==> src/design/dsnw_pkg.sv <==
package dsnw_pkg;

    localparam int VALUE_W = 16;
    localparam int INDEX_W = 3;
    localparam int SEG_W   = 7;
    localparam int CFG_W   = 3;

    // Register indexes of the configuration port
    localparam logic REG_COMMON_ANODE  = 1'b0;
    localparam logic REG_DIGITS_IN_USE = 1'b1;

    localparam logic [INDEX_W-1:0] DIGITS_RESET = 3'd4;

    // x / 10 == (x * 52429) >> 19 for every 16-bit x
    localparam logic [VALUE_W-1:0] RECIP_TEN = 16'd52429;
    localparam int RECIP_SHIFT = 19;

    typedef struct packed {
        logic [VALUE_W-1:0] number_value;
    } in_data_t;

    typedef struct packed {
        logic [INDEX_W-1:0] display_index;
        logic [SEG_W-1:0]   segments;
        logic               write_enable;
        logic               status;
        logic               last;
    } out_data_t;

    typedef struct packed {
        logic             index;
        logic [CFG_W-1:0] value;
    } cfg_data_t;

    // Controller to datapath
    typedef struct packed {
        logic               load;
        logic               step;
        logic               fault;
        logic               first;
        logic               last;
        logic [INDEX_W-1:0] index;
    } cmd_t;

    // Datapath to controller
    typedef struct packed {
        logic out_free;
    } sts_t;

    // Common-cathode pattern of one decimal digit
    function automatic logic [SEG_W-1:0] digit_pattern(input logic [3:0] digit);
        logic [SEG_W-1:0] seg;
        case (digit)
            4'd0:    seg = 7'b0111111;
            4'd1:    seg = 7'b0000110;
            4'd2:    seg = 7'b1011011;
            4'd3:    seg = 7'b1001111;
            4'd4:    seg = 7'b1100110;
            4'd5:    seg = 7'b1101101;
            4'd6:    seg = 7'b1111101;
            4'd7:    seg = 7'b0000111;
            4'd8:    seg = 7'b1111111;
            4'd9:    seg = 7'b1101111;
            default: seg = '0;
        endcase
        return seg;
    endfunction

endpackage

==> src/design/dsnw_ctrl.sv <==
module dsnw_ctrl
    import dsnw_pkg::*;
#(
    parameter int MAX_DIGITS = 5
) (
    input  logic               clk,
    input  logic               rst_n,
    input  logic               in_valid,
    output logic               in_ready,
    input  logic [INDEX_W-1:0] digits_in_use,
    input  sts_t               sts,
    output cmd_t               cmd
);

    localparam logic [1:0] ST_IDLE  = 2'd0;
    localparam logic [1:0] ST_EMIT  = 2'd1;
    localparam logic [1:0] ST_FAULT = 2'd2;

    logic [1:0]         state_reg;
    logic [1:0]         state_next;
    logic [INDEX_W-1:0] cnt_reg;
    logic [INDEX_W-1:0] cnt_next;
    logic [INDEX_W-1:0] n_reg;
    logic [INDEX_W-1:0] n_next;
    logic [INDEX_W-1:0] n_sat;
    logic               accept;
    logic               at_last;

    // Clamp the display count to what the panel can hold
    assign n_sat = ({1'b0, digits_in_use} > (INDEX_W + 1)'(MAX_DIGITS))
                   ? INDEX_W'(MAX_DIGITS) : digits_in_use;

    assign in_ready = (state_reg == ST_IDLE);
    assign accept   = in_valid && in_ready;
    assign at_last  = (cnt_reg == n_reg - INDEX_W'(1));

    always_comb
    begin
        state_next = state_reg;
        cnt_next   = cnt_reg;
        n_next     = n_reg;
        cmd        = '0;
        cmd.index  = cnt_reg;
        cmd.first  = (cnt_reg == '0);
        cmd.last   = at_last;
        unique case (state_reg)
            ST_IDLE:
            begin
                if (accept)
                begin
                    cmd.load   = 1'b1;
                    n_next     = n_sat;
                    cnt_next   = '0;
                    state_next = (n_sat == '0) ? ST_FAULT : ST_EMIT;
                end
            end
            ST_EMIT:
            begin
                if (sts.out_free)
                begin
                    cmd.step = 1'b1;
                    if (at_last)
                    begin
                        state_next = ST_IDLE;
                    end
                    else
                    begin
                        cnt_next = cnt_reg + INDEX_W'(1);
                    end
                end
            end
            ST_FAULT:
            begin
                if (sts.out_free)
                begin
                    cmd.fault  = 1'b1;
                    state_next = ST_IDLE;
                end
            end
            default:
            begin
                state_next = ST_IDLE;
            end
        endcase
    end

    always_ff @(posedge clk or negedge rst_n)
    begin
        if (!rst_n)
        begin
            state_reg <= ST_IDLE;
            cnt_reg   <= '0;
            n_reg     <= '0;
        end
        else
        begin
            state_reg <= state_next;
            cnt_reg   <= cnt_next;
            n_reg     <= n_next;
        end
    end

endmodule

==> config.mk <==
export PLATFORM = sky130hd
export DESIGN_NAME = dsnw_ctrl
export DESIGN_NICKNAME = d
export VERILOG_FILES = /design/src/design/dsnw_pkg.sv /design/src/design/dsnw_ctrl.sv
export SDC_FILE = /design/constraint.sdc
export NUM_CORES = 1
export LEC_CHECK = 0
export BUFFER_PORTS_ARGS = -buffer_cell sky130_fd_sc_hd__buf_2
export CORE_AREA = 2 2 39 41
export CTS_BUF_LIST = sky130_fd_sc_hd__clkbuf_8
export CTS_CLUSTER_SIZE = 8
export DETAILED_ROUTE_END_ITERATION = 8
export DIE_AREA = 0 0 41 43
export PLACE_DENSITY = 0.7
export SLEW_MARGIN = 5
export SYNTH_ARGS = -nofsm -noshare
export SYNTH_HDL_FRONTEND = slang
export SYNTH_SLANG_ARGS = --single-unit
==> constraint.sdc <==
create_clock -name clk -period 2.09 [get_ports clk]
set_input_delay 0.418 -clock clk [delete_from_list [all_inputs] [get_ports clk]]
set_output_delay 0.418 -clock clk [all_outputs]
set_load 0.02 [all_outputs]
==> key figures <==
Routing
  – Drt first pass iters: 4
  – Remaining antenna violation count: 0
  – DRT iter0 DRCs: 5
  – DRC: 0
  – Vias post-DR: 426
  – Routed wire per std cell: 11.91 µm
  – Routed wire length: 1024 µm
  – Vias per inst: 4.953

Floorplan
  – Die X: 41 µm
  – Die area: 0.001763 mm²
  – Cell Rows: 14
  – I/O Pins: 16
  – Initial Util: ~38%
  – Core ar.: 0.001384 mm²
  – Die Ht: 43 µm

Setup path
  – Slowest CP cell: xor3_2
  – CP Class: reg2out
  – Req. time, crit path: 1.67 ns
  – Crit path buf inv count: 1
  – Startpoint types: flop
  – Critical path peak fanout: 6
  – Worst Setup End Kind: output pin
  – Crit-path leading delay family: XOR/XNOR gates
  – Cells along the critical path: xor3_2, nor3_4, buf_2
  – WP data arrival: 1.55 ns
  – Largest stage delay, worst path: 0.49 ns

Synthesis
  – Yosys cell types: 28
  – Mapped Area: 521.8 µm²
  – Synth Register Bits: 8
  – Area contributors post-synth: dfrtp_1, ha_1, inv_1
  – Share of the synthesized area in the top cell type: 38.37%
  – Synth Warn #: 0
  – Syn Nets: 63
  – Post-synth top area cell: dfrtp_1
  – Sequential fraction of the synthesis area: 38.37%
  – Gate Count Post-Synth: 53
  – Mapped Avg Cell Area: a little under 10 µm²

Timing
  – Worst-margin pin slew: 0.2617 ns
  – RSZ-0062 raised after global routing: false
  – TNS Setup: 0 ns
  – Slew HR: 82.43%
  – Fin crit period: 1.967 ns
  – Post-route clock skew: 0.001575 ns
  – Worst setup slack after layout: 0.1233 ns
  – Max Freq: around 0.51 GHz
  – Fin. Hold Viols: 0
  – Final Cycle Share: 94.10%
  – Max Slew Vio Count: 0
  – # setup viols final: 0

Layout
  – Ant. Diodes: 0
  – Multi-input logic area: 275.3 µm²
  – Area growth from synthesis to layout: 25.18%
  – Final nets: 82
  – Reg area: 200.2 µm²
  – Share of cells above drive strength 1: 34.29%
  – Layout fillers: between 100 and 150
  – Util after Layout: around 47%

Placed design
  – Setup WS pre-CTS: 0.3368 ns
  – Final HPWL DP: 793 µm
  – Placer Congestion: 0.7275
  – PortBufs: 15

Clock network
  – Hold Buf Count CTS: 0
  – CTS tree: built
  – Root Driver: clkbuf_8
  – Worst-path clk slew: 0.04 ns
  – Longest Clk Path Bufs: 2
  – Post_cts resized: 0
  – H-tree depth: 1
  – CTS Buf Count: 3
  – Sink Count: 8
  – Clock Latency Late Sink: 0.22 ns

Power
  – Peak VDD IR: 0.6569 mV
  – Power Density: 1615 mW/mm²
  – Final Total Pwr: 1.055 mW
  – P_leak: 0.3509 nW

GRT
  – Initial antenna violation count: 0
  – Gr usage total: 14.57%
  – First-pass GRT wire length: ~1700 µm
  – Number of global-route vias before repair: between 400 and 500
  – Gr ovfl total: 0
  – Largest net degree at the start of global routing: 9

Worst hold path
  – Hold crit path type: in2async

Outcome
  – Status: finished, final reports clean

Run
  – Max Cap Viol: 0
[worst paths after layout]
| kind | start | end | slack, ns | cells past startpoint |
|---|---|---|---|---|
| setup / recovery | cnt_reg[2] | cmd[3] | 0.12 | 3 |
| hold / removal | rst_n | cnt_reg[2] | 0.03 | 1 |
| setup reg to reg | cnt_reg[2] | cnt_reg[2] | 0.38 | 5 |
| hold reg to reg | n_reg[1] | n_reg[1] | 0.55 | 2 |
| max in group asynchronous | rst_n | n_reg[0] | 1.89 | 1 |
| min in group clk | sts | state_reg[0] | 0.47 | 2 |
[cells by family (layout without fill, tap and decap cells)]
logic type / count (synthesis) / in the layout / share of synthesized area (%)
adders and majority gates: 3 / 3 / 7.195
AOI/OAI and AO/OA: 10 / 10 / 13.43
and+or+nand+nor: 15 / 15 / 17.99
muxes: 3 / 3 / 5.995
xor gates and xnor gates: 3 / 3 / 8.153
buffers and inverters: 11 / 28 / 8.872
DFF: 8 / 8 / 38.37
[cells in the mapped netlist]
| cell | n |
|---|---|
| a211o_1 | 1 |
| a211oi_1 | 1 |
| a21oi_1 | 3 |
| a311oi_1 | 1 |
| and2b_2 | 1 |
| buf_4 | 1 |
| clkbuf_2 | 1 |
| dfrtp_1 | 8 |
| ha_1 | 3 |
| inv_1 | 9 |
| mux2_2 | 1 |
| mux2i_1 | 2 |
| nand2_1 | 3 |
| nand2b_1 | 1 |
| nand4b_1 | 1 |
| nor2_1 | 3 |
| nor2b_1 | 1 |
| nor3_4 | 1 |
| nor4_1 | 1 |
| o211a_1 | 1 |
| o21ai_0 | 1 |
| o22ai_1 | 1 |
| o31a_1 | 1 |
| or2_1 | 1 |
| or2_2 | 1 |
| or3_1 | 1 |
| xnor2_1 | 2 |
| xor3_2 | 1 |
[metal layers]
layer | part of all wire (%) | GRT usage, % | wire, µm | vias to the layer above
met2 | 49 | 20.31 | 499 | 9
met1 | 46 | 19.14 | 475 | 200
met5 | 0 | 0 | 0 | -
met4 | 1.4 | 8.000 | 14 | 0
met3 | 3.4 | 4.712 | 35 | 2
li1 | - | - | - | 215
[per-stage QoR]
step | std cells | hold slack, ns | area, µm²
3_3_place_gp | 82 | 0.2679 | 604.3
4_1_cts | 85 | 0.03451 | 645.6
6_report | 86 | 0.03187 | 653.1
2_1_floorplan | 53 | 0.1224 | 521.8
3_5_place_dp | 82 | 0.2758 | 604.3
5_1_grt | 86 | 0.03837 | 653.1
[cells in the final DEF, fill, tap and decap left out]
cell type,instances
buf_2,15
inv_1,9
dfrtp_1,8
nor2_1,3
nand2_1,3
a21oi_1,3
ha_1,3
clkbuf_8,3
xnor2_1,2
mux2i_1,2
xor3_2,1
nor3_4,1
nor2b_1,1
and2b_2,1
a211oi_1,1
or2_2,1
or2_1,1
or3_1,1
a311oi_1,1
nand2b_1,1
o31a_1,1
nor4_1,1
o211a_1,1
a211o_1,1
mux2_2,1
o22ai_1,1
nand4b_1,1
o21ai_0,1
buf_4,1
[power breakdown]
part	total (mW)	switching (mW)	internal [mW]
clock	0.183	0.0584	0.125
combinational	0.590	0.309	0.281
sequential	0.282	0.0632	0.219
total	1.06	0.430	0.625
[repair_timing]
action	in CTS	in global routing
hold endpoints to repair	0	0
setup endpoints to repair	0	1
setup buffers	0	1
[area by class of cell]
type                            instances  area share [%]
Inverter                                9           5.172
Clock buffer                            3           6.322
Timing Repair Buffer                   16           12.64
Tap cell                               16           3.065
Sequential cell                         8           30.65
Multi-Input combinational cell         34           42.15
No activity file was read; power rests on OpenSTA's default activity.
