===== src/design/dsnw_pkg.sv =====
package dsnw_pkg;

    localparam int VALUE_W = 16;
    localparam int INDEX_W = 3;
    localparam int SEG_W   = 7;
    localparam int CFG_W   = 3;

    // Register indexes of the configuration port
    localparam logic REG_COMMON_ANODE  = 1'b0;
    localparam logic REG_DIGITS_IN_USE = 1'b1;

    localparam logic [INDEX_W-1:0] DIGITS_RESET = 3'd4;

    // x / 10 == (x * 52429) >> 19 for every 16-bit x
    localparam logic [VALUE_W-1:0] RECIP_TEN = 16'd52429;
    localparam int RECIP_SHIFT = 19;

    typedef struct packed {
        logic [VALUE_W-1:0] number_value;
    } in_data_t;

    typedef struct packed {
        logic [INDEX_W-1:0] display_index;
        logic [SEG_W-1:0]   segments;
        logic               write_enable;
        logic               status;
        logic               last;
    } out_data_t;

    typedef struct packed {
        logic             index;
        logic [CFG_W-1:0] value;
    } cfg_data_t;

    // Controller to datapath
    typedef struct packed {
        logic               load;
        logic               step;
        logic               fault;
        logic               first;
        logic               last;
        logic [INDEX_W-1:0] index;
    } cmd_t;

    // Datapath to controller
    typedef struct packed {
        logic out_free;
    } sts_t;

    // Common-cathode pattern of one decimal digit
    function automatic logic [SEG_W-1:0] digit_pattern(input logic [3:0] digit);
        logic [SEG_W-1:0] seg;
        case (digit)
            4'd0:    seg = 7'b0111111;
            4'd1:    seg = 7'b0000110;
            4'd2:    seg = 7'b1011011;
            4'd3:    seg = 7'b1001111;
            4'd4:    seg = 7'b1100110;
            4'd5:    seg = 7'b1101101;
            4'd6:    seg = 7'b1111101;
            4'd7:    seg = 7'b0000111;
            4'd8:    seg = 7'b1111111;
            4'd9:    seg = 7'b1101111;
            default: seg = '0;
        endcase
        return seg;
    endfunction

endpackage


===== src/design/dsnw_datapath.sv =====
module dsnw_datapath
    import dsnw_pkg::*;
(
    input  logic               clk,
    input  logic               rst_n,
    input  cmd_t               cmd,
    output sts_t               sts,
    input  logic [VALUE_W-1:0] number_value,
    input  logic               common_anode,
    input  logic               out_ready,
    output logic               out_valid,
    output out_data_t          out_data
);

    logic [VALUE_W-1:0]   rem_reg;
    logic [VALUE_W-1:0]   rem_next;
    logic                 out_valid_reg;
    logic                 out_valid_next;
    out_data_t            out_data_reg;
    out_data_t            out_data_next;
    logic [2*VALUE_W-1:0] product;
    logic [VALUE_W-1:0]   quot;
    logic [VALUE_W-1:0]   quot_x10;
    logic [3:0]           digit;
    logic                 blank;
    logic [SEG_W-1:0]     invert;
    logic [SEG_W-1:0]     seg;

    // Divide by ten through the reciprocal, remainder by back-multiplication
    assign product  = 32'(rem_reg) * 32'(RECIP_TEN);
    assign quot     = VALUE_W'(product >> RECIP_SHIFT);
    assign quot_x10 = {quot[VALUE_W-4:0], 3'b000} + {quot[VALUE_W-2:0], 1'b0};
    assign digit    = 4'(rem_reg - quot_x10);

    // Leading positions above the highest digit stay dark
    assign blank  = !cmd.first && (rem_reg == '0);
    assign invert = common_anode ? {SEG_W{1'b1}} : {SEG_W{1'b0}};
    assign seg    = blank ? invert : (digit_pattern(digit) ^ invert);

    always_comb
    begin
        rem_next = rem_reg;
        if (cmd.load)
        begin
            rem_next = number_value;
        end
        else if (cmd.step && !blank)
        begin
            rem_next = quot;
        end
    end

    always_comb
    begin
        out_valid_next = out_valid_reg;
        out_data_next  = out_data_reg;
        if (cmd.step)
        begin
            out_valid_next              = 1'b1;
            out_data_next.display_index = cmd.index;
            out_data_next.segments      = seg;
            out_data_next.write_enable  = 1'b1;
            out_data_next.status        = cmd.last && (rem_next != '0);
            out_data_next.last          = cmd.last;
        end
        else if (cmd.fault)
        begin
            out_valid_next              = 1'b1;
            out_data_next.display_index = '0;
            out_data_next.segments      = '0;
            out_data_next.write_enable  = 1'b0;
            out_data_next.status        = 1'b1;
            out_data_next.last          = 1'b1;
        end
        else if (out_ready)
        begin
            out_valid_next = 1'b0;
        end
    end

    always_ff @(posedge clk or negedge rst_n)
    begin
        if (!rst_n)
        begin
            out_valid_reg <= 1'b0;
            rem_reg       <= '0;
            out_data_reg  <= '0;
        end
        else
        begin
            out_valid_reg <= out_valid_next;
            rem_reg       <= rem_next;
            out_data_reg  <= out_data_next;
        end
    end

    assign sts.out_free = !out_valid_reg || out_ready;
    assign out_valid    = out_valid_reg;
    assign out_data     = out_data_reg;

endmodule


===== config.mk =====
export PLATFORM = sky130hd
export DESIGN_NAME = dsnw_datapath
export DESIGN_NICKNAME = d
export VERILOG_FILES = /design/src/design/dsnw_pkg.sv /design/src/design/dsnw_datapath.sv
export SDC_FILE = /design/constraint.sdc
export NUM_CORES = 1
export LEC_CHECK = 0
export ABC_AREA = 1
export BUFFER_PORTS_ARGS = -buffer_cell sky130_fd_sc_hd__buf_2
export CAP_MARGIN = 20
export CORE_ASPECT_RATIO = 0.7
export CORE_MARGIN = 2
export CORE_UTILIZATION = 55
export DETAILED_ROUTE_END_ITERATION = 8
export GPL_TIMING_DRIVEN = 0
export PLACE_DENSITY = 0.81
export RECOVER_POWER = 50
export SYNTH_ARGS = -nofsm -noshare
export SYNTH_HDL_FRONTEND = slang
export SYNTH_SLANG_ARGS = --single-unit

===== constraint.sdc =====
create_clock -name clk -period 8.15 [get_ports clk]
set_input_delay 0.4075 -clock clk [delete_from_list [all_inputs] [get_ports clk]]
set_output_delay 0.4075 -clock clk [all_outputs]
set_load 0.02 [all_outputs]

==> results of run 1 <==
[cell families after synthesis]
| logic type | Yosys count | synth area share, % |
|---|---|---|
| AOI/OAI and AO/OA | 64 | 5.03 |
| xor gates and xnor gates | 9 | 1.09 |
| adders and majority gates | 227 | 47.7 |
| buffers and inverters | 253 | 13.3 |
| DFF | 30 | 10.4 |
| and+or+nand+nor | 370 | 22.4 |
[how the worst min path moves through the flow]
| stage | startpoint | endpoint | slack, ns |
|---|---|---|---|
| 3_5_place_dp | out_data[2] | out_data[2] | 0.46 |
| 5_1_grt | cmd[2] | out_data[12] | 0.38 |
| 2_1_floorplan | rst_n | out_data[0] | 0.11 |
| 4_1_cts | rst_n | rem_reg[2] | 0.18 |
| 6_report | number_value[3] | rem_reg[3] | 0.37 |
| 3_3_place_gp | out_data[2] | out_data[2] | 0.45 |
[critical path: cells and delay by family, from the launching register on]
kind	cells	cell delay, ns
flops	1	0.50
simple gates	13	1.47
compound gates	2	0.20
buf+inv	9	0.76
fa+ha+maj	8	3.65
[per-layer routing]
metal	vias up	track usage (%)
met5	-	0
met4	0	3.69
met3	28	9.16
met2	314	37.8
met1	2899	46.4
li1	3021	-
[layout by cell type, fill, tap and decap left out, types with 2 or more instances in the layout]
| cell | netlist | final |
|---|---|---|
| nor2_4 | 2 | 2 |
| nor3_1 | 7 | 7 |
| clkbuf_1 | 3 | 10 |
| nand3_1 | 50 | 50 |
| nand3_2 | 4 | 4 |
| xor2_1 | 4 | 4 |
| ha_1 | 147 | 147 |
| nor2_1 | 44 | 44 |
| nand4_1 | 10 | 10 |
| a21oi_1 | 36 | 36 |
| and2_1 | 2 | 2 |
| a21boi_0 | 2 | 2 |
| a21boi_1 | 4 | 4 |
| xnor2_1 | 5 | 5 |
| fa_1 | 80 | 80 |
| a22o_1 | 3 | 3 |
| inv_1 | 241 | 241 |
| clkbuf_16 | 0 | 5 |
| nand2_2 | 6 | 6 |
| nand2_4 | 2 | 2 |
| nand3b_1 | 3 | 3 |
| o21ai_0 | 7 | 7 |
| dfrtp_1 | 30 | 30 |
| buf_2 | 4 | 40 |
| nor2_2 | 5 | 5 |
| o21bai_1 | 3 | 3 |
| nand2_1 | 230 | 230 |
| o21ai_1 | 6 | 6 |
| inv_2 | 3 | 3 |
[area by class of cell]
type	count	area (µm²)
tap	162	203
timing repair buffer	42	203
buffer	8	38.8
multi-input combinational	670	5500
inverter	245	920
clock buffer	7	143
clock inverter	1	5.00
sequential	30	751
fill	1074	4830
[per-stage QoR]
stage	worst slack [ns]	std cells	util [%]	area, µm²
3_5_place_dp	1.69	1157	60.5	7620
2_1_floorplan	2.55	953	-	7210
3_3_place_gp	1.73	1157	60.5	7620
5_1_grt	1.16	1165	61.6	7760
4_1_cts	1.69	1165	61.7	7770
6_report	1.51	1165	61.6	7760
==> metrics, run 1 <==
Post-Syn Area per Cell 7.56 µm²; Fin. Hold Viols 0; post-layout min period 6.64 ns; clk_skew 0.00557 ns; detailed placement HPWL 17,200 µm; Least-Margin Pin Slew 1.63 ns; total inserted antenna cells 0; core footprint 0.0126 mm²; DRT iter0 DRCs 681; via/cell ratio 5.38; met1 WL 9190 µm; Syn Nets 1,208; Hold Path Depth 3; initial antenna violation count 0; CP Capture Type register; IO Port Bufs 42; status complete, but fails checks; clock buffer depth 2; total number of vias 6,262; ANT nets after route 0; WL met2 7540 µm; Hold Path Class in2reg; WL/cell 16.7 µm; max FFs per register 16; drt pass-1 iters 5; Die H 99.8 µm; Distinct cells, synth 38; Gates resized, CTS repair 0; Critical R2R Capture out_data[8]; Hold-fix buffers, CTS 0; slowest stage delay, CP 0.58 ns; Post-Route Setup TNS 0 ns; Total Wirelength 19,500 µm; async set or reset register ratio after synthesis 100%; full die area 0.0141 mm²; DRC viols 0; max-slew violations 31; Yosys warnings 0; R2R cell count 32; Post-Syn Area 0.00721 mm²; nets@finish 1,257; area delta synth->final 7.67%; CTS tree built; crit path max-delay cell type fa_1; Synth area leader ha_1; relative slew slack -8.43%; reg2reg start rem_reg[7]; Top Layer Used met4; global-route wire length before repair 30,800 µm; Worst-path clk slew 0.05 ns; Post-synth top cells inv_1 (241), nand2_1 (230), ha_1 (147), fa_1 (80), nand3_1 (50); Setup Viol. Count Final 0; Post-synth EDFFs 0; Synth area leaders ha_1 (26%), fa_1 (22%), inv_1 (13%); pin count of the biggest net entering global routing 31; met3 WL 2460 µm; CTS buffer count 5; WHS 0.368 ns; FMAX 151 MHz; Tot GR Track Use 28.7%; Starting Density 57.3%; GPL Wtd Cong 1.04; most frequent cell after synthesis inv_1; MaxCap Viol Count 1; Synth Flop Type dfrtp_1; Worst Setup EP out_data[8]; share of cells above drive strength 1 7.48%; R2R Setup Slk 1.51 ns; vias in the first global route 5,840; failing checks capacitance limit, slew limit; Die X 141 µm; Skew-Pair Late Insertion Delay 0.28 ns; crit path from rem_reg[7]; Setup crit start kind register; Mapped Cells 953; I/O pins 43; CTS HTree Levels 2; cell row count 34; Clock Sinks 30; CP required 8.35 ns; root buffer cell clkbuf_16; Crit path arrival time 6.85 ns; Congestion Overflow GR 0; Final Cycle Share 81.5%; post-synthesis sequential area ratio 10.4%; Setup Buffers After CTS 0; area share of the largest cell type after synthesis 25.5%; RSZ-0062 raised after global routing no; number of synthesized register bits 30; worst setup path class reg2reg; crit path max fanout 6
Power of run 1 is not shown: default switching activity piles up to over one toggle a cycle in this logic, so the estimate is an artifact.
==> run 2, diff against run 1 <==
Settings changed: ABC_AREA 1 to 0.
Clock period 8.15 ns to 6.2 ns, I/O delays scaled along.
==> run 2 against run 1 <==
  * The flow finishes with violations (capacitance limit, slew limit, setup timing)
  * Hold slack worse by 0.10 ns
  * First-iteration DRC count down 61%
  * Clock skew up 0.0028 ns
  * Critical path depth down 13
  * Largest cell class unchanged
==> metrics, run 2 <==
status complete, but fails checks; failing checks capacitance limit, slew limit, setup timing; Critical R2R Capture out_data[1]; Skew-Pair Late Insertion Delay 0.29 ns (about the same); CTS tree built; clk_skew 0.00837 ns (+0.00281 ns); most frequent cell after synthesis inv_1; max FFs per register 16 (unchanged); most frequent CP cell fa_1; max-slew violations 31 (unchanged); global-route wire length before repair 28,300 µm (-8.0%); Post-Syn Area 0.00659 mm² (-8.7%); Die X 135 µm (-4.3%); FMAX 150 MHz (-0.50%); Total Wirelength 17,700 µm (-8.9%); GPL Wtd Cong 0.957 (-8.3%); most common cell after layout, fill and taps aside inv_1; CP Capture Type register; slowest stage delay, CP 0.56 ns (-0.02 ns); Yosys warnings 0 (unchanged); Tot GR Track Use 29.0% (+0.25 points); Distinct cells, synth 62 (+63%); Post-synth top cells inv_1 (159), ha_1 (147), fa_1 (80), nand2_1 (45), a21oi_1 (31); reg2reg start rem_reg[7]; Setup Viol. Count Final 7 (+7); share of cells above drive strength 1 20.9% (+13 points); Synth area leader ha_1; fin worst setup slack -0.475 ns (-1.98 ns); Area after DPL 0.00710 mm² (-6.9%); WL/cell 19.0 µm (+13%); hold endpoint out_data[2]; pre-CTS WS -0.685 ns (-2.37 ns); full die area 0.0129 mm² (-8.4%); Crit path arrival time 6.84 ns (about the same); crit path max-delay cell type fa_1; Synth area leaders ha_1 (28%), fa_1 (24%), dfrtp_1 (11%); crit path max fanout 6 (unchanged); Final Cycle Share 108% (+26 points); R2R cell count 19 (-41%); area share of the largest cell type after synthesis 27.9% (+2.4 points); core footprint 0.0117 mm² (-7.2%); worst setup path class reg2reg; nets@finish 1,033 (-18%); clock buffer depth 2 (unchanged); relative slew slack -6.94% (+1.5 points); root buffer cell clkbuf_16; Hold-fix buffers, CTS 0 (unchanged); post-layout min period 6.68 ns (+0.0336 ns); DRT iter0 DRCs 263 (-61%); met1 WL 8070 µm (-12%); commonest non-fill, non-tap cells in the layout inv_1 (149), ha_1 (133), fa_1 (79); CP required 6.37 ns (-1.98 ns); total inserted antenna cells 0 (unchanged); cell row count 33 (-2.9%); Mapped Cells 698 (-27%); Starting Density 56.4% (-0.90 points); Congestion Overflow GR 0 (unchanged); Clock Sinks 30 (unchanged); met3 WL 1550 µm (-37%); via/cell ratio 5.75 (+6.9%); MaxCap Viol Count 1 (unchanged); RSZ-0062 raised after global routing yes; Fin. Hold Viols 0 (unchanged); Setup crit start kind register; area delta synth->final 17.2%; R2R Setup Slk -0.48 ns (-1.98 ns); drt pass-1 iters 4 (-1); Synth Flop Type dfrtp_1; Hold Path Depth 2 (-1); crit path cell chain ha_1, inv_1, fa_1, inv_1, fa_1, fa_1, fa_1, fa_1, ha_4, a21oi_2, o221a_2, o31a_4, a31oi_4, or3_1, a31o_1, or4_1, or4_1, or4_1, o21a_1; ANT nets after route 0 (unchanged); WHS 0.265 ns (-0.103 ns); CTS HTree Levels 2 (unchanged); crit path from rem_reg[7]; fin util 66.1% (+4.4 points); Die H 95.5 µm (-4.3%); Worst-path clk slew 0.05 ns (about the same); detailed placement HPWL 14,400 µm (-16%); WL met2 7840 µm (+4.0%); initial antenna violation count 0 (unchanged); Top Layer Used met4; number of synthesized register bits 30 (unchanged); IO Port Bufs 39 (-7.1%); async set or reset register ratio after synthesis 100% (unchanged); Hold Path Class in2reg; Least-Margin Pin Slew 1.60 ns (-0.0224 ns); DRC viols 0 (unchanged); Design Area, Final 0.00772 mm² (-0.55%); total number of vias 5,379 (-14%); vias in the first global route 5,558 (-4.8%); Post-synth EDFFs 0 (unchanged); Hold Startpoint cmd[5]; post-synthesis sequential area ratio 11.4% (+0.99 points); I/O pins 43 (unchanged); pin count of the biggest net entering global routing 31 (unchanged); CTS buffer count 5 (unchanged); Syn Nets 953 (-21%); Post-Syn Area per Cell 9.43 µm² (+25%)
run 2: cell type report:
type	count	area, µm²
Multi-Input combinational cell	493	5410
Tap cell	157	196
Timing Repair Buffer	73	465
Buffer	15	108
Clock inverter	2	37.5
Fill cell	895	3970
Clock buffer	6	129
Inverter	160	607
Sequential cell	30	771
run 2: cells by family after synthesis:
kind of cell / synth area share [%]
buf+inv: 10.8
fa+ha+maj: 52.3
flops: 11.4
compound gates: 12.4
mux: 1.08
xor+xnor: 3.27
simple gates: 8.85
run 2: worst max path at each step:
stage                              to  slack [ns]  depth (start not counted)
final                     out_data[1]       -0.48                         19
after global routing      out_data[1]       -0.66                         20
after detailed placement  out_data[1]       -0.69                         21
after floorplan           out_data[1]      -0.004                         22
after CTS                 out_data[1]       -0.44                         22
after global placement    out_data[1]       -0.62                         21
run 2: metrics by stage:
stage	TNS, ns	instances
after floorplan	-0.00433	698
after global placement	-3.54	894
after detailed placement	-4.71	894
after CTS	-0.437	932
after global routing	-3.03	936
final	-1.06	936
run 2: worst max-delay path, delay by kind of cell, from the launching register on:
| family | cells | cell delay [ns] |
|---|---|---|
| buffers and inverters | 2 | 0.16 |
| and+or+nand+nor | 4 | 1.69 |
| DFF | 1 | 0.46 |
| AOI/OAI and AO/OA | 6 | 1.14 |
| adders and majority gates | 7 | 3.13 |
run 2: layer usage:
metal	track usage (%)	vias to the layer above
met1	41.3	2623
met5	0	-
met3	4.68	36
met2	46.9	248
met4	6.23	0
li1	-	2472
run 2: what timing repair did:
item                                    in CTS  in global routing
setup buffers                               30                  4
gates resized for setup                     47                 14
pin swaps                                   22                 10
hold endpoints to repair                     0                  0
endpoints found under the setup margin       8                  8
Power of run 2 is left out for the same reason.
